===== config.mk =====
export PLATFORM = sky130hd
export DESIGN_NAME = task_completion_watermark
export DESIGN_NICKNAME = d
export VERILOG_FILES = /design/src/rtl/tcw_pkg.sv /design/src/rtl/tcw_ctrl.sv /design/src/rtl/tcw_dpath.sv /design/src/rtl/task_completion_watermark.sv
export VERILOG_INCLUDE_DIRS = /design/src /design/src/rtl
export SDC_FILE = /design/constraint.sdc
export NUM_CORES = 2
export LEC_CHECK = 0
export ABC_AREA = 1
export BUFFER_PORTS_ARGS = -buffer_cell sky130_fd_sc_hd__buf_2
export CELL_PAD_IN_SITES_DETAIL_PLACEMENT = 1
export CELL_PAD_IN_SITES_GLOBAL_PLACEMENT = 1
export CORE_MARGIN = 10
export CORE_UTILIZATION = 35
export CTS_CLUSTER_DIAMETER = 120
export DETAILED_ROUTE_END_ITERATION = 10
export GPL_ROUTABILITY_DRIVEN = 0
export GPL_TIMING_DRIVEN = 0
export PLACE_DENSITY = 0.65
export SETUP_SLACK_MARGIN = 0.15
export SYNTH_ARGS = -nofsm -noshare
export SYNTH_HDL_FRONTEND = slang
export SYNTH_HIERARCHICAL = 1
export SYNTH_SLANG_ARGS = --single-unit
export TNS_END_PERCENT = 1

===== constraint.sdc =====
create_clock -name clock -period 17.5 [get_ports clock]
set_clock_uncertainty 0.2 [all_clocks]
set_input_delay 0.875 -clock clock [delete_from_list [all_inputs] [get_ports clock]]
set_output_delay 0.875 -clock clock [all_outputs]
set_load 0.01 [all_outputs]

===== src/rtl/task_completion_watermark_defines.svh =====
// ----------------------------------------------------------------------------
// Task completion watermark: assertion macros
// Concurrent assertion wrappers; empty when SYNTHESIS is defined.
// ----------------------------------------------------------------------------
`ifndef TASK_COMPLETION_WATERMARK_DEFINES_SVH
`define TASK_COMPLETION_WATERMARK_DEFINES_SVH

`ifndef SYNTHESIS
// check under reset gating
`define TCW_ASSERT(label, clk, rst, prop, msg) \
   label: assert property (@(posedge clk) disable iff (rst) prop) else $error(msg);
// check that also holds across reset
`define TCW_ASSERT_ALWAYS(label, clk, prop, msg) \
   label: assert property (@(posedge clk) prop) else $error(msg);
`else
`define TCW_ASSERT(label, clk, rst, prop, msg)
`define TCW_ASSERT_ALWAYS(label, clk, prop, msg)
`endif

`endif


===== src/rtl/tcw_pkg.sv =====
// ----------------------------------------------------------------------------
// Task completion watermark: shared package
// Widths, codes and the command/status bundles between controller and
// datapath.
// ----------------------------------------------------------------------------
`default_nettype none

package tcw_pkg;

   // field widths
   localparam int ID_W        = 32;
   localparam int BYTES_W     = 63;
   localparam int OP_W        = 2;
   localparam int STATUS_W    = 2;
   localparam int CSR_IDX_W   = 2;
   localparam int CSR_DATA_W  = 63;

   // stream packing
   localparam int REQ_TDATA_W  = 96;
   localparam int REQ_TUSER_W  = 2;
   localparam int RSP_TDATA_W  = 192;
   localparam int RSP_TUSER_W  = 4;
   localparam int RSP_FIELDS_W = 2 * ID_W + 2 * BYTES_W;

   // outstanding window
   localparam int WINDOW_DEFAULT = 64;
   localparam int CHUNK          = 16;  // map slots examined per scan cycle
   localparam int CHUNK_W        = 4;

   localparam logic [ID_W-1:0] REPORT_INTERVAL_RESET = 32'd128;

   // request operations
   localparam logic [OP_W-1:0] OP_ISSUE    = 2'd0;
   localparam logic [OP_W-1:0] OP_COMPLETE = 2'd1;
   localparam logic [OP_W-1:0] OP_RESTART  = 2'd2;

   // response status
   localparam logic [STATUS_W-1:0] STATUS_OK    = 2'd0;
   localparam logic [STATUS_W-1:0] STATUS_STRAY = 2'd1;
   localparam logic [STATUS_W-1:0] STATUS_FULL  = 2'd2;

   // register indexes
   localparam logic [CSR_IDX_W-1:0] CSR_TOTAL_TASKS     = 2'd0;
   localparam logic [CSR_IDX_W-1:0] CSR_RESUME_TASK_ID  = 2'd1;
   localparam logic [CSR_IDX_W-1:0] CSR_RESUME_BYTES    = 2'd2;
   localparam logic [CSR_IDX_W-1:0] CSR_REPORT_INTERVAL = 2'd3;

   // controller to datapath
   typedef struct packed {
      logic capture;   // latch the accepted request
      logic exec;      // apply the operation
      logic scan;      // examine one chunk of the map
      logic chkpt;     // form the new checkpoint
      logic decide;    // evaluate the report condition
      logic out_load;  // move the result into the output register
   } cmd_type;

   // datapath to controller
   typedef struct packed {
      logic need_scan;  // lowest outstanding id was completed
      logic scan_end;   // scan hit or ran out of chunks
   } stat_type;

endpackage

`default_nettype wire


===== src/rtl/tcw_ctrl.sv =====
// ----------------------------------------------------------------------------
// Task completion watermark: controller
// Sequences one request at a time through execute, map scan, checkpoint and
// report phases, and owns the response valid flag.
// ----------------------------------------------------------------------------
`default_nettype none

`include "task_completion_watermark_defines.svh"

module tcw_ctrl (
   input  wire                clock,
   input  wire                reset,
   input  wire                req_tvalid,
   output logic               req_tready,
   output logic               rsp_tvalid,
   input  wire                rsp_tready,
   output tcw_pkg::cmd_type   cmd,
   input  tcw_pkg::stat_type  stat
);

   typedef enum logic [2:0] {
      ST_IDLE,
      ST_EXEC,
      ST_SCAN,
      ST_CHKPT,
      ST_DECIDE,
      ST_OUTPUT
   } state_type;

   state_type state_ff, state_in;
   logic      rsp_valid_ff, rsp_valid_in;

   // next state and commands
   always_comb begin
      cmd          = '0;
      state_in     = state_ff;
      rsp_valid_in = rsp_valid_ff && !rsp_tready;
      unique case (state_ff)
         ST_IDLE: begin
            cmd.capture = req_tvalid;
            if (req_tvalid) state_in = ST_EXEC;
         end
         ST_EXEC: begin
            cmd.exec = 1'b1;
            state_in = stat.need_scan ? ST_SCAN : ST_OUTPUT;
         end
         ST_SCAN: begin
            cmd.scan = 1'b1;
            if (stat.scan_end) state_in = ST_CHKPT;
         end
         ST_CHKPT: begin
            cmd.chkpt = 1'b1;
            state_in  = ST_DECIDE;
         end
         ST_DECIDE: begin
            cmd.decide = 1'b1;
            state_in   = ST_OUTPUT;
         end
         ST_OUTPUT: begin
            // wait for the output register to free up
            if (!rsp_valid_ff || rsp_tready) begin
               cmd.out_load = 1'b1;
               rsp_valid_in = 1'b1;
               state_in     = ST_IDLE;
            end
         end
         default: state_in = ST_IDLE;
      endcase
   end

   always_ff @(posedge clock) begin
      if (reset) begin
         state_ff     <= ST_IDLE;
         rsp_valid_ff <= 1'b0;
      end else begin
         state_ff     <= state_in;
         rsp_valid_ff <= rsp_valid_in;
      end
   end

   assign req_tready = (state_ff == ST_IDLE);
   assign rsp_tvalid = rsp_valid_ff;

   // reset leaves the sequencer idle with no pending response
   `TCW_ASSERT_ALWAYS(a_reset_idle, clock, reset |=> (state_ff == ST_IDLE && !rsp_valid_ff), "controller not idle after reset")
   // a new result never overwrites one that was not taken
   `TCW_ASSERT(a_no_overwrite, clock, reset, cmd.out_load |-> (!rsp_valid_ff || rsp_tready), "response overwritten")

endmodule

`default_nettype wire


===== src/rtl/tcw_dpath.sv =====
// ----------------------------------------------------------------------------
// Task completion watermark: datapath
// Configuration registers, outstanding map, id and byte counters, chunked
// lowest-id scan, report decision and the response register.
// ----------------------------------------------------------------------------
`default_nettype none

`include "task_completion_watermark_defines.svh"

module tcw_dpath #(
   parameter int WINDOW = tcw_pkg::WINDOW_DEFAULT
) (
   input  wire                                   clock,
   input  wire                                   reset,
   input  tcw_pkg::cmd_type                      cmd,
   output tcw_pkg::stat_type                     stat,
   input  wire  [tcw_pkg::REQ_TDATA_W-1:0]       req_tdata,
   input  wire  [tcw_pkg::REQ_TUSER_W-1:0]       req_tuser,
   input  wire                                   csr_we,
   input  wire  [tcw_pkg::CSR_IDX_W-1:0]         csr_index,
   input  wire  [tcw_pkg::CSR_DATA_W-1:0]        csr_wdata,
   output logic [tcw_pkg::RSP_TDATA_W-1:0]       rsp_tdata,
   output logic [tcw_pkg::RSP_TUSER_W-1:0]       rsp_tuser
);

   localparam int ID_W       = tcw_pkg::ID_W;
   localparam int BYTES_W    = tcw_pkg::BYTES_W;
   localparam int CHUNK      = tcw_pkg::CHUNK;
   localparam int CHUNK_W    = tcw_pkg::CHUNK_W;
   localparam int SLOT_W     = $clog2(WINDOW);
   localparam int SLOT_SPAN  = 1 << SLOT_W;
   localparam int NCHUNK     = (SLOT_SPAN + CHUNK - 1) / CHUNK;
   localparam int CIDX_W     = (NCHUNK > 1) ? $clog2(NCHUNK) : 1;
   localparam int PAD_SLOT_W = CIDX_W + CHUNK_W;
   localparam int PAD_W      = 1 << PAD_SLOT_W;
   localparam int VCNT_W     = $clog2(NCHUNK + 1);
   localparam int OFF_W      = PAD_SLOT_W + 1;

   // saturating 63-bit add
   function automatic logic [BYTES_W-1:0] sat_add(input logic [BYTES_W-1:0] a,
                                                  input logic [BYTES_W-1:0] b);
      logic [BYTES_W:0] s;
      s = {1'b0, a} + {1'b0, b};
      return s[BYTES_W] ? {BYTES_W{1'b1}} : s[BYTES_W-1:0];
   endfunction

   // index of the lowest set bit
   function automatic logic [CHUNK_W-1:0] lowest_set(input logic [CHUNK-1:0] v);
      logic [CHUNK_W-1:0] r;
      r = '0;
      for (int i = CHUNK - 1; i >= 0; i--) begin
         if (v[i]) r = CHUNK_W'(i);
      end
      return r;
   endfunction

   // configuration
   logic [ID_W-1:0]    total_ff, total_in;
   logic [ID_W-1:0]    resume_id_ff, resume_id_in;
   logic [BYTES_W-1:0] resume_bytes_ff, resume_bytes_in;
   logic [ID_W-1:0]    interval_ff, interval_in;

   // captured request
   logic [tcw_pkg::OP_W-1:0] op_ff, op_in;
   logic [ID_W-1:0]          id_ff, id_in;
   logic [BYTES_W-1:0]       bytes_ff, bytes_in;

   // tracking state
   logic [WINDOW-1:0]  map_ff, map_in;
   logic [ID_W-1:0]    next_id_ff, next_id_in;
   logic [ID_W-1:0]    base_ff, base_in;
   logic [SLOT_W-1:0]  base_slot_ff, base_slot_in;
   logic [SLOT_W-1:0]  next_slot_ff, next_slot_in;
   logic [ID_W-1:0]    last_ff, last_in;
   logic [BYTES_W-1:0] btotal_ff, btotal_in;
   logic [BYTES_W-1:0] bsince_ff, bsince_in;

   // scan state
   logic [CIDX_W-1:0]     cur_chunk_ff, cur_chunk_in;
   logic [VCNT_W-1:0]     vcnt_ff, vcnt_in;
   logic                  found_ff, found_in;
   logic [PAD_SLOT_W-1:0] found_slot_ff, found_slot_in;
   logic [ID_W-1:0]       cp_ff, cp_in;

   // staged result
   logic                           res_issued_ff, res_issued_in;
   logic [ID_W-1:0]                res_issued_id_ff, res_issued_id_in;
   logic                           res_report_ff, res_report_in;
   logic [ID_W-1:0]                res_cp_ff, res_cp_in;
   logic [BYTES_W-1:0]             res_delta_ff, res_delta_in;
   logic [BYTES_W-1:0]             res_total_ff, res_total_in;
   logic [tcw_pkg::STATUS_W-1:0]   res_status_ff, res_status_in;

   // output register
   logic [tcw_pkg::RSP_TDATA_W-1:0] rsp_tdata_ff, rsp_tdata_in;
   logic [tcw_pkg::RSP_TUSER_W-1:0] rsp_tuser_ff, rsp_tuser_in;

   // helpers
   logic [PAD_W-1:0]      map_pad;
   logic [ID_W-1:0]       span;
   logic [ID_W-1:0]       off_c;
   logic                  in_win;
   logic [SLOT_W:0]       slot_sum;
   logic [SLOT_W-1:0]     slot_c;
   logic                  valid_c;
   logic [PAD_SLOT_W-1:0] s_pad;
   logic [CIDX_W-1:0]     s_chunk;
   logic [CHUNK_W-1:0]    s_lo;
   logic [CHUNK-1:0]      chunk_bits;
   logic [CHUNK-1:0]      keep;
   logic [CHUNK-1:0]      masked;
   logic                  hit;
   logic [CHUNK_W-1:0]    lo_idx;
   logic                  last_visit;
   logic [CIDX_W-1:0]     chunk_nxt;
   logic [SLOT_W-1:0]     next_slot_inc;
   logic [OFF_W-1:0]      off_f;
   logic [ID_W-1:0]       cp_found;
   logic [ID_W-1:0]       cp_none;
   logic                  report;

   assign map_pad = PAD_W'(map_ff);
   assign span    = next_id_ff - base_ff;

   // slot of the completed id, relative to the window base
   assign off_c    = id_ff - base_ff;
   assign in_win   = (id_ff >= base_ff) && (id_ff < next_id_ff);
   assign slot_sum = {1'b0, base_slot_ff} + {1'b0, off_c[SLOT_W-1:0]};
   assign slot_c   = (slot_sum >= (SLOT_W+1)'(WINDOW)) ?
                     SLOT_W'(slot_sum - (SLOT_W+1)'(WINDOW)) : slot_sum[SLOT_W-1:0];
   assign valid_c  = in_win && map_pad[PAD_SLOT_W'(slot_c)];

   assign next_slot_inc = (next_slot_ff == SLOT_W'(WINDOW - 1)) ? '0 : next_slot_ff + 1'b1;

   // chunk scan: start chunk above the base slot, middle chunks, start chunk below
   assign s_pad      = PAD_SLOT_W'(base_slot_ff);
   assign s_chunk    = s_pad[PAD_SLOT_W-1:CHUNK_W];
   assign s_lo       = s_pad[CHUNK_W-1:0];
   assign chunk_bits = map_pad[{cur_chunk_ff, {CHUNK_W{1'b0}}} +: CHUNK];
   assign last_visit = (vcnt_ff == VCNT_W'(NCHUNK));

   always_comb begin
      for (int i = 0; i < CHUNK; i++) begin
         if (vcnt_ff == '0)   keep[i] = (CHUNK_W'(i) >= s_lo);
         else if (last_visit) keep[i] = (CHUNK_W'(i) < s_lo);
         else                 keep[i] = 1'b1;
      end
   end

   assign masked    = chunk_bits & keep;
   assign hit       = |masked;
   assign lo_idx    = lowest_set(masked);
   assign chunk_nxt = (cur_chunk_ff == CIDX_W'(NCHUNK - 1)) ? '0 : cur_chunk_ff + 1'b1;

   // checkpoint candidates
   assign off_f    = (found_slot_ff >= s_pad) ?
                     OFF_W'(found_slot_ff) - OFF_W'(s_pad) :
                     OFF_W'(found_slot_ff) + OFF_W'(WINDOW) - OFF_W'(s_pad);
   assign cp_found = base_ff + ID_W'(off_f);
   assign cp_none  = (next_id_ff >= total_ff) ? total_ff : next_id_ff;

   // report when the job is done or the checkpoint moved far enough
   assign report = (cp_ff == total_ff) ||
                   ((cp_ff >= last_ff) && ((cp_ff - last_ff) >= interval_ff));

   assign stat.need_scan = (op_ff == tcw_pkg::OP_COMPLETE) && valid_c && (id_ff == base_ff);
   assign stat.scan_end  = hit || last_visit;

   // next-state logic
   always_comb begin
      total_in         = total_ff;
      resume_id_in     = resume_id_ff;
      resume_bytes_in  = resume_bytes_ff;
      interval_in      = interval_ff;
      op_in            = op_ff;
      id_in            = id_ff;
      bytes_in         = bytes_ff;
      map_in           = map_ff;
      next_id_in       = next_id_ff;
      base_in          = base_ff;
      base_slot_in     = base_slot_ff;
      next_slot_in     = next_slot_ff;
      last_in          = last_ff;
      btotal_in        = btotal_ff;
      bsince_in        = bsince_ff;
      cur_chunk_in     = cur_chunk_ff;
      vcnt_in          = vcnt_ff;
      found_in         = found_ff;
      found_slot_in    = found_slot_ff;
      cp_in            = cp_ff;
      res_issued_in    = res_issued_ff;
      res_issued_id_in = res_issued_id_ff;
      res_report_in    = res_report_ff;
      res_cp_in        = res_cp_ff;
      res_delta_in     = res_delta_ff;
      res_total_in     = res_total_ff;
      res_status_in    = res_status_ff;
      rsp_tdata_in     = rsp_tdata_ff;
      rsp_tuser_in     = rsp_tuser_ff;

      // register writes
      if (csr_we) begin
         unique case (csr_index)
            tcw_pkg::CSR_TOTAL_TASKS:     total_in        = csr_wdata[ID_W-1:0];
            tcw_pkg::CSR_RESUME_TASK_ID:  resume_id_in    = csr_wdata[ID_W-1:0];
            tcw_pkg::CSR_RESUME_BYTES:    resume_bytes_in = csr_wdata[BYTES_W-1:0];
            tcw_pkg::CSR_REPORT_INTERVAL: interval_in     = csr_wdata[ID_W-1:0];
            default: ;
         endcase
      end

      // request capture
      if (cmd.capture) begin
         op_in    = req_tuser[tcw_pkg::OP_W-1:0];
         id_in    = req_tdata[ID_W-1:0];
         bytes_in = req_tdata[ID_W +: BYTES_W];
      end

      // apply the operation
      if (cmd.exec) begin
         res_issued_in    = 1'b0;
         res_issued_id_in = '0;
         res_report_in    = 1'b0;
         res_cp_in        = '0;
         res_delta_in     = '0;
         res_total_in     = '0;
         res_status_in    = tcw_pkg::STATUS_OK;
         found_in         = 1'b0;
         cur_chunk_in     = s_chunk;
         vcnt_in          = '0;
         case (op_ff)
            tcw_pkg::OP_ISSUE: begin
               if (next_id_ff < total_ff) begin
                  if (span >= ID_W'(WINDOW)) begin
                     res_status_in = tcw_pkg::STATUS_FULL;
                  end else begin
                     map_in[next_slot_ff] = 1'b1;
                     res_issued_in        = 1'b1;
                     res_issued_id_in     = next_id_ff;
                     next_id_in           = next_id_ff + 1'b1;
                     next_slot_in         = next_slot_inc;
                  end
               end
            end
            tcw_pkg::OP_COMPLETE: begin
               btotal_in = sat_add(btotal_ff, bytes_ff);
               bsince_in = sat_add(bsince_ff, bytes_ff);
               if (!valid_c) res_status_in = tcw_pkg::STATUS_STRAY;
               else          map_in[slot_c] = 1'b0;
            end
            tcw_pkg::OP_RESTART: begin
               if (resume_id_ff <= total_ff) begin
                  map_in       = '0;
                  next_id_in   = resume_id_ff;
                  base_in      = resume_id_ff;
                  base_slot_in = '0;
                  next_slot_in = '0;
                  last_in      = resume_id_ff;
                  btotal_in    = resume_bytes_ff;
                  bsince_in    = '0;
               end
            end
            default: ;
         endcase
      end

      // one chunk of the lowest-outstanding search
      if (cmd.scan) begin
         if (hit) begin
            found_in      = 1'b1;
            found_slot_in = {cur_chunk_ff, lo_idx};
         end
         cur_chunk_in = chunk_nxt;
         vcnt_in      = vcnt_ff + 1'b1;
      end

      // move the window base to the new checkpoint
      if (cmd.chkpt) begin
         if (found_ff) begin
            cp_in        = cp_found;
            base_in      = cp_found;
            base_slot_in = found_slot_ff[SLOT_W-1:0];
         end else begin
            cp_in        = cp_none;
            base_in      = next_id_ff;
            base_slot_in = next_slot_ff;
         end
      end

      // progress report
      if (cmd.decide && report) begin
         res_report_in = 1'b1;
         res_cp_in     = cp_ff;
         res_delta_in  = bsince_ff;
         res_total_in  = btotal_ff;
         bsince_in     = '0;
         last_in       = cp_ff;
      end

      // response register
      if (cmd.out_load) begin
         rsp_tdata_in = {{(tcw_pkg::RSP_TDATA_W - tcw_pkg::RSP_FIELDS_W){1'b0}},
                         res_total_ff, res_delta_ff, res_cp_ff, res_issued_id_ff};
         rsp_tuser_in = {res_status_ff, res_report_ff, res_issued_ff};
      end
   end

   // control state and configuration
   always_ff @(posedge clock) begin
      if (reset) begin
         total_ff        <= '0;
         resume_id_ff    <= '0;
         resume_bytes_ff <= '0;
         interval_ff     <= tcw_pkg::REPORT_INTERVAL_RESET;
         map_ff          <= '0;
         next_id_ff      <= '0;
         base_ff         <= '0;
         base_slot_ff    <= '0;
         next_slot_ff    <= '0;
         last_ff         <= '0;
         btotal_ff       <= '0;
         bsince_ff       <= '0;
         cur_chunk_ff    <= '0;
         vcnt_ff         <= '0;
         found_ff        <= 1'b0;
      end else begin
         total_ff        <= total_in;
         resume_id_ff    <= resume_id_in;
         resume_bytes_ff <= resume_bytes_in;
         interval_ff     <= interval_in;
         map_ff          <= map_in;
         next_id_ff      <= next_id_in;
         base_ff         <= base_in;
         base_slot_ff    <= base_slot_in;
         next_slot_ff    <= next_slot_in;
         last_ff         <= last_in;
         btotal_ff       <= btotal_in;
         bsince_ff       <= bsince_in;
         cur_chunk_ff    <= cur_chunk_in;
         vcnt_ff         <= vcnt_in;
         found_ff        <= found_in;
      end
   end

   // payload
   always_ff @(posedge clock) begin
      op_ff            <= op_in;
      id_ff            <= id_in;
      bytes_ff         <= bytes_in;
      found_slot_ff    <= found_slot_in;
      cp_ff            <= cp_in;
      res_issued_ff    <= res_issued_in;
      res_issued_id_ff <= res_issued_id_in;
      res_report_ff    <= res_report_in;
      res_cp_ff        <= res_cp_in;
      res_delta_ff     <= res_delta_in;
      res_total_ff     <= res_total_in;
      res_status_ff    <= res_status_in;
      rsp_tdata_ff     <= rsp_tdata_in;
      rsp_tuser_ff     <= rsp_tuser_in;
   end

   assign rsp_tdata = rsp_tdata_ff;
   assign rsp_tuser = rsp_tuser_ff;

   // window base never passes the next id to issue
   `TCW_ASSERT(a_base_le_next, clock, reset, base_ff <= next_id_ff, "window base above next id")
   // outstanding span fits in the map
   `TCW_ASSERT(a_span_fits, clock, reset, span <= ID_W'(WINDOW), "outstanding span exceeds window")
   // between requests the base slot holds the lowest outstanding id
   `TCW_ASSERT(a_base_outstanding, clock, reset, (cmd.capture && (|map_ff)) |-> map_ff[base_slot_ff], "base id not outstanding")

endmodule

`default_nettype wire


===== src/rtl/task_completion_watermark.sv =====
// ----------------------------------------------------------------------------
// Task completion watermark
// Hands out task ids in order, tracks the outstanding ones in a window and
// raises progress reports as the low watermark advances.
// ----------------------------------------------------------------------------
// One request is processed at a time. Issue, restart, a stray completion and
// a completion of any id other than the lowest outstanding one go from the
// execute state straight to the output state. Completing the lowest
// outstanding id scans the outstanding map 16 slots per cycle starting at
// the window base, then forms the checkpoint and decides on a report; that
// scan is the long path. A new request is accepted while the previous
// response still waits in the output register. There is no clearing pass
// after reset.
// ----------------------------------------------------------------------------
`default_nettype none

module task_completion_watermark #(
   parameter int WINDOW = tcw_pkg::WINDOW_DEFAULT
) (
   input  wire                                clock,
   input  wire                                reset,
   // request: tdata = task_id[31:0], byte_count[94:32]; tuser = operation[1:0]
   input  wire                                req_tvalid,
   output logic                               req_tready,
   input  wire  [tcw_pkg::REQ_TDATA_W-1:0]    req_tdata,
   input  wire  [tcw_pkg::REQ_TUSER_W-1:0]    req_tuser,
   // response: tdata = issued_id[31:0], checkpoint[63:32],
   //           delta_bytes[126:64], total_bytes[189:127]
   //           tuser = issued[0], need_report[1], status[3:2]
   output logic                               rsp_tvalid,
   input  wire                                rsp_tready,
   output logic [tcw_pkg::RSP_TDATA_W-1:0]    rsp_tdata,
   output logic [tcw_pkg::RSP_TUSER_W-1:0]    rsp_tuser,
   // register write port
   input  wire                                csr_we,
   input  wire  [tcw_pkg::CSR_IDX_W-1:0]      csr_index,
   input  wire  [tcw_pkg::CSR_DATA_W-1:0]     csr_wdata
);

   tcw_pkg::cmd_type  cmd;
   tcw_pkg::stat_type stat;

   tcw_ctrl u_ctrl (
      .clock      (clock),
      .reset      (reset),
      .req_tvalid (req_tvalid),
      .req_tready (req_tready),
      .rsp_tvalid (rsp_tvalid),
      .rsp_tready (rsp_tready),
      .cmd        (cmd),
      .stat       (stat)
   );

   tcw_dpath #(
      .WINDOW (WINDOW)
   ) u_dpath (
      .clock     (clock),
      .reset     (reset),
      .cmd       (cmd),
      .stat      (stat),
      .req_tdata (req_tdata),
      .req_tuser (req_tuser),
      .csr_we    (csr_we),
      .csr_index (csr_index),
      .csr_wdata (csr_wdata),
      .rsp_tdata (rsp_tdata),
      .rsp_tuser (rsp_tuser)
   );

endmodule

`default_nettype wire


Word-level counts from Yosys, hierarchy flattened. Cells that the tools add are included.

Add/sub/neg operators: 15. $lt $le $gt $ge: 46. Equality and inequality tests: 22. Shift-type cells: 1. Muxes and demuxes: 118. Bitwise logic cells: 6. Reduce and logical (&&, ||, !) cells: 46.

Operator list (count): 63-bit 2-to-1 mux (7); 32-bit 2-to-1 mux (12); 64-bit 2-to-1 mux (4); 63-bit case mux with 2 select lines (2); 64-bit case mux with 3 select lines (1); 63-bit by 63-bit adder with 64-bit output (2); 32-bit >= comparator (4); 64-bit AND (1); 32-bit == test (2); 32-bit less-than comparator (2); 64-bit inverter (1); 64-bit OR (1); 32-bit case mux with 2 select lines (1); 64-bit by 7-bit variable part select with 16-bit output (1); 32-bit subtractor (2); 6-bit 2-to-1 mux (9); 1-bit 2-to-1 mux (50); 32-bit by 1-bit adder with 32-bit output, second input constant (1); 32-bit by 7-bit adder with 32-bit output (1); 32-bit by 7-bit >= comparator with 1-bit output, second input constant (1); 4-bit >= comparator, first input constant (8); 32-bit <= comparator (1); 4-bit less-than comparator, first input constant (8); 4-bit 2-to-1 mux (8); 53 further kinds (124).

Register bits after elaboration: 990. Output and inout port bits: 198. Word-level logic and storage cells: 289.

Logic depth before layout (Yosys ltp).
Depth in word-level cells: 19. Gate-level depth with buffers: 32. Gate-level depth less buffers: 30.

Hierarchy. Netlist, hierarchy kept.

Modules (own cells, without submodules): tcw_dpath (times used 1, cells each 7739, area an instance 58636.2 µm², seq. area each 24963.9 µm²); tcw_ctrl (times used 1, cells each 46, area an instance 269.0 µm², seq. area each 80.1 µm²).

Worst setup path after synthesis. No wires, ideal clock.

Path type: input to register. Start point: input port rsp_tready. End point: register u_dpath.rsp_tdata_ff, in the netlist u_dpath/rsp_tdata[0], enable pin. Library setup time: 0.751 ns. Data arrival time: 8.957 ns. Data required time: 16.549 ns. Setup slack: 7.592 ns. Stages: 2. Path buffers: 0. Path through: nor2_1 > nor2_1.

RTL lines: from (decl) (line task_completion_watermark.sv:31) `input wire rsp_tready,`; to (signal assigned) (line tcw_dpath.sv:359) `rsp_tdata_ff <= rsp_tdata_in;`; to (decl) (line tcw_dpath.sv:95) `logic [tcw_pkg::RSP_TDATA_W-1:0] rsp_tdata_ff, rsp_tdata_in;`.

Worst setup path in the final report.
Start point: register u_dpath.cp_ff[0]. End point: register u_dpath.res_delta_ff[7], enable pin.

Cells in the longest elaborated chain, start to end: 6.

RTL lines: from (decl) (line tcw_dpath.sv:83) `logic [ID_W-1:0] cp_ff, cp_in;`; from (signal assigned) (line tcw_dpath.sv:351) `cp_ff <= cp_in;`; 32-bit subtractor (line tcw_dpath.sv:164) `((cp_ff >= last_ff) && ((cp_ff - last_ff) >= interval_ff));`; 32-bit >= comparator (line tcw_dpath.sv:164); 1-bit logical AND (line tcw_dpath.sv:164); 1-bit logical OR (*) (line tcw_dpath.sv:163) `assign report = (cp_ff == total_ff) ||`; 1-bit logical AND (*) (line tcw_dpath.sv:291) `if (cmd.decide && report) begin`; 2-bit nonzero test (no line) (*); to (signal assigned) (line tcw_dpath.sv:356) `res_delta_ff <= res_delta_in;`; to (decl) (line tcw_dpath.sv:90) `logic [BYTES_W-1:0] res_delta_ff, res_delta_in;`.

Mark *: on every way between the ends. The rest lies on a longest branch, timed or not. A chain may end at the register's enable or synchronous reset.

==> flow_metrics.py <==
metrics = {
    "power": {
        "powerDensity_nw_per_um2": 108,
        "p_leak_nw": 28.1,
        "swShare_pct": 35.0,
        "p_sw_w": 0.00257,
        "irDropWorstVdd_mv": 0.0883,
        "p_comb_share_pct": 25.4,
        "pwr-share-seq_pct": 38.5,
        "finalPower_w": 0.00735,
        "p_int_w": 0.00478,
        "pwr-share-clk_pct": 36.0,
    },
    "yosys": {
        "synth_seq_cells": 990,
        "synth_xor_area_share_pct": 2.84,
        "syn_area_um2": 58900,
        "yosysTopAreaCellShare_pct": 26.6,
        "syn_area_per_cell_um2": 7.57,
        "synth_mux_area_share_pct": 0.0340,
        "synth_fa_ha_area_share_pct": 8.24,
        "ys.flop_type": "edfxtp_1",
        "synthSimpleGateAreaFrac_pct": 21.4,
        "synthCells": 7785,
        "yosysTopAreaCell": "edfxtp_1",
        "ys_warn_count": 6,
        "synth-edff-count": 522,
        "async_reset_ff_share_pct": 0,
        "synth_top_family_by_area": "simple AND/OR/NAND/NOR gates",
        "synth_area_leaders": "edfxtp_1 (27%), dfxtp_1 (16%), nand2_1 (10%), ha_1 (8.0%), a21oi_1 (7.3%)",
        "synth_compound_area_share_pct": 16.2,
        "synth.distinct_cells": 55,
        "ys_seq_area_share_pct": 42.5,
    },
    "critical_path": {
        "worst-path-buf-inv": 7,
        "cpMostUsedCell": "nand2_1",
        "worstPathArrival_ns": 8.29,
        "cp_top_family": "simple AND/OR/NAND/NOR gates",
        "critPathMaxStageDelay_ns": 0.84,
        "cp-start-kind": "register",
        "critPathCaptureType": "register",
        "path_max_fanout": 61,
        "worstPathRequired_ns": 17.74,
        "cpMaxStageDelayCell": "nor4_1",
        "path_class": "reg -> reg",
    },
    "grt": {
        "grt_pass1_vias": 58800,
        "grt_max_degree": 62,
        "track_usage_pct": 28.7,
        "gr-total-overflow": 0,
        "antenna_found_initial": 10,
        "grt_pass1_wl_mm": 398,
    },
    "floorplanning": {
        "die_y_um": 430,
        "initial_core_util_pct": 35.2,
        "rows": 150,
        "die_w_um": 430,
        "ios": 366,
        "core_um2": 167000,
        "die-area_um2": 185000,
    },
    "sta": {
        "tightest_slew_ns": 1.51,
        "slew_viol_final": 11,
        "setup_tns_ns": 0,
        "fmax_mhz": 124,
        "min_period_ns": 8.05,
        "period_share_pct": 46.0,
        "relSlewSlack_pct": -0.817,
        "holdWs_ns": 0.0571,
        "hold_violations": 0,
        "setup_violations": 0,
        "rsz0062_at_grt": "false",
    },
    "route": {
        "route.detailed.drc": 0,
        "via_per_inst": 5.51,
        "wire_per_inst_um": 26.1,
        "ant_nets": 0,
        "drt_iter0_drc": 5020,
        "vias": 58400,
        "wirelength_mm": 277,
        "drtPass1Iterations": 5,
    },
    "cts": {
        "insertion_delay_ns": 0.80,
        "clockBufferDepth": 3,
        "cts_made_buffers": 114,
        "clockRootBuffer": "clkbuf_16",
        "path_clk_slew_ns": 0.07,
        "cts_hold_buf": 0,
        "clock_sinks": 990,
        "h-tree-depth": 3,
        "cts_resized": 0,
        "post_cts_buffers": 0,
        "cts_tree": "yes",
    },
    "job": {
        "maxCapViolations": 1,
    },
    "placement": {
        "dp_hpwl_mm": 223,
        "dpl_cell_area_um2": 64100,
        "port_buffers": 362,
    },
    "outcome": {
        "outcome": "finished, violations left",
        "violations": "capacitance limit, slew limit",
    },
    "final_layout": {
        "final_cell_area_um2": 68200,
        "area_delta_synth_final_pct": 15.8,
        "layout-drive-gt1-share_pct": 8.42,
        "final_nets": 8847,
    },
    "worst_hold_path": {
        "hold_path_class": "in -> reg",
    },
}
final timing paths:
check	startpoint	endpoint	slack, ns	cells after the start
hold / removal	req_tdata[45]	u_dpath/bytes_ff[13]	0.06	1
hold reg to reg	u_dpath/res_issued_id_ff[16]	u_dpath/rsp_tdata[16]	0.21	0
setup / recovery	u_dpath/cp_ff[0]	u_dpath/res_delta_ff[7]	9.45	29
setup reg to reg	u_dpath/cp_ff[0]	u_dpath/res_delta_ff[7]	9.45	29
power groups by stage:
stage	clock, W	combinational [W]	sequential (W)
global route	0.00279	0.00206	0.00284
detailed placement	0	0.00182	0.00287
floorplan	0	0.00116	0.00281
finish	0.00265	0.00187	0.00283
global placement	0	0.00175	0.00291
CTS	0.00270	0.00184	0.00283
placed cells by master (no fill, tap or decap), types with 10 or more instances in the layout:
cell          n
nor3_2       20
nand4_1     188
nor2_1      879
a31oi_1      39
clkinv_1     18
edfxtp_1    522
o21a_1       12
o2111ai_1    10
xor2_1      131
bufinv_16    22
clkbuf_16   116
a21o_1       23
nand3_1     255
buf_1        26
o21bai_1     22
a21oi_1     854
o21ai_1      11
ha_1        375
nand2_1    1578
inv_1      1040
nor3_1       61
clkinv_2     21
buf_6        18
nor4_1       28
o21ai_0     724
xnor2_1      60
clkbuf_1    221
buf_2       414
inv_2        18
dfxtp_1     468
o211ai_1     55
a21boi_0     20
final cells by class:
type,count,area (µm²)
clock inverter,79,1110
sequential,990,25000
buffer,289,1170
multi-input combinational,5440,28800
clock buffer,138,3030
antenna,7,17.5
tap,2204,2760
inverter,1067,4010
timing repair buffer,394,2290
fill,20700,99000
registers in the layout (all words and copies together) (netlist names), 6 cells and up:
| signal | cells |
|---|---|
| u_dpath/next_slot_ff | 6 |
| u_dpath/base_ff | 32 |
| u_dpath/total_ff | 32 |
| u_dpath/res_total_ff | 63 |
| u_dpath/btotal_ff | 63 |
| u_dpath/last_ff | 32 |
| u_dpath/resume_id_ff | 32 |
| u_dpath/base_slot_ff | 6 |
| u_dpath/res_cp_ff | 32 |
| u_dpath/cp_ff | 32 |
| u_dpath/res_delta_ff | 63 |
| u_dpath/bsince_ff | 63 |
| u_dpath/interval_ff | 32 |
| u_dpath/map_ff | 64 |
| u_dpath/next_id_ff | 32 |
| u_dpath/found_slot_ff | 6 |
| u_dpath/bytes_ff | 63 |
| u_dpath/id_ff | 32 |
| u_dpath/res_issued_id_ff | 32 |
| u_dpath/rsp_tdata | 190 |
| u_dpath/resume_bytes_ff | 63 |
layer usage:
layer | wire length [µm] | track usage (%) | share of wire [%] | vias to the layer above
met2 | 126000 | 46.8 | 45 | 2150
met5 | 19 | 0 | 0.0069 | -
met4 | 20600 | 17.6 | 7.4 | 4
met3 | 18400 | 4.65 | 6.7 | 633
met1 | 112000 | 35.3 | 40 | 28600
li1 | - | - | - | 27000
stage by stage:
step	setup slack, ns	cells	util [%]
2_1_floorplan	7.59	7786	-
3_3_place_gp	2.00	10400	38.0
3_5_place_dp	9.53	10400	38.3
4_1_cts	9.48	10600	40.8
5_1_grt	8.93	10600	40.8
6_report	9.45	10600	40.8
kinds of logic after synthesis:
kind of cell | Yosys count
multiplexers | 2
XOR/XNOR | 191
adder cells (fa/ha/maj) | 383
AND/OR/NAND/NOR | 3057
flip-flops | 990
AO/OA/AOI/OAI | 1805
buffers and inverters | 1356
other | 1
synth_stat cells, types with 9 or more instances:
cell          n
nand2_1    1579
nor4_1       28
a21boi_0     20
xor2_1      131
o21bai_1     22
nor3_1       79
dfxtp_1     468
buf_2        52
a21o_1       23
nand3b_1      9
buf_1        26
o21ai_1      11
nand4_1     188
ha_1        375
inv_1      1041
nand3_1     255
a31oi_1      39
edfxtp_1    522
o21ai_0     724
o21a_1       12
nor2_1      881
a21oi_1     854
inv_2        17
o2111ai_1    10
clkbuf_1    206
xnor2_1      60
o211ai_1     55
clkinv_1      9
or2_2         9
(Power assumes the default switching activity.)
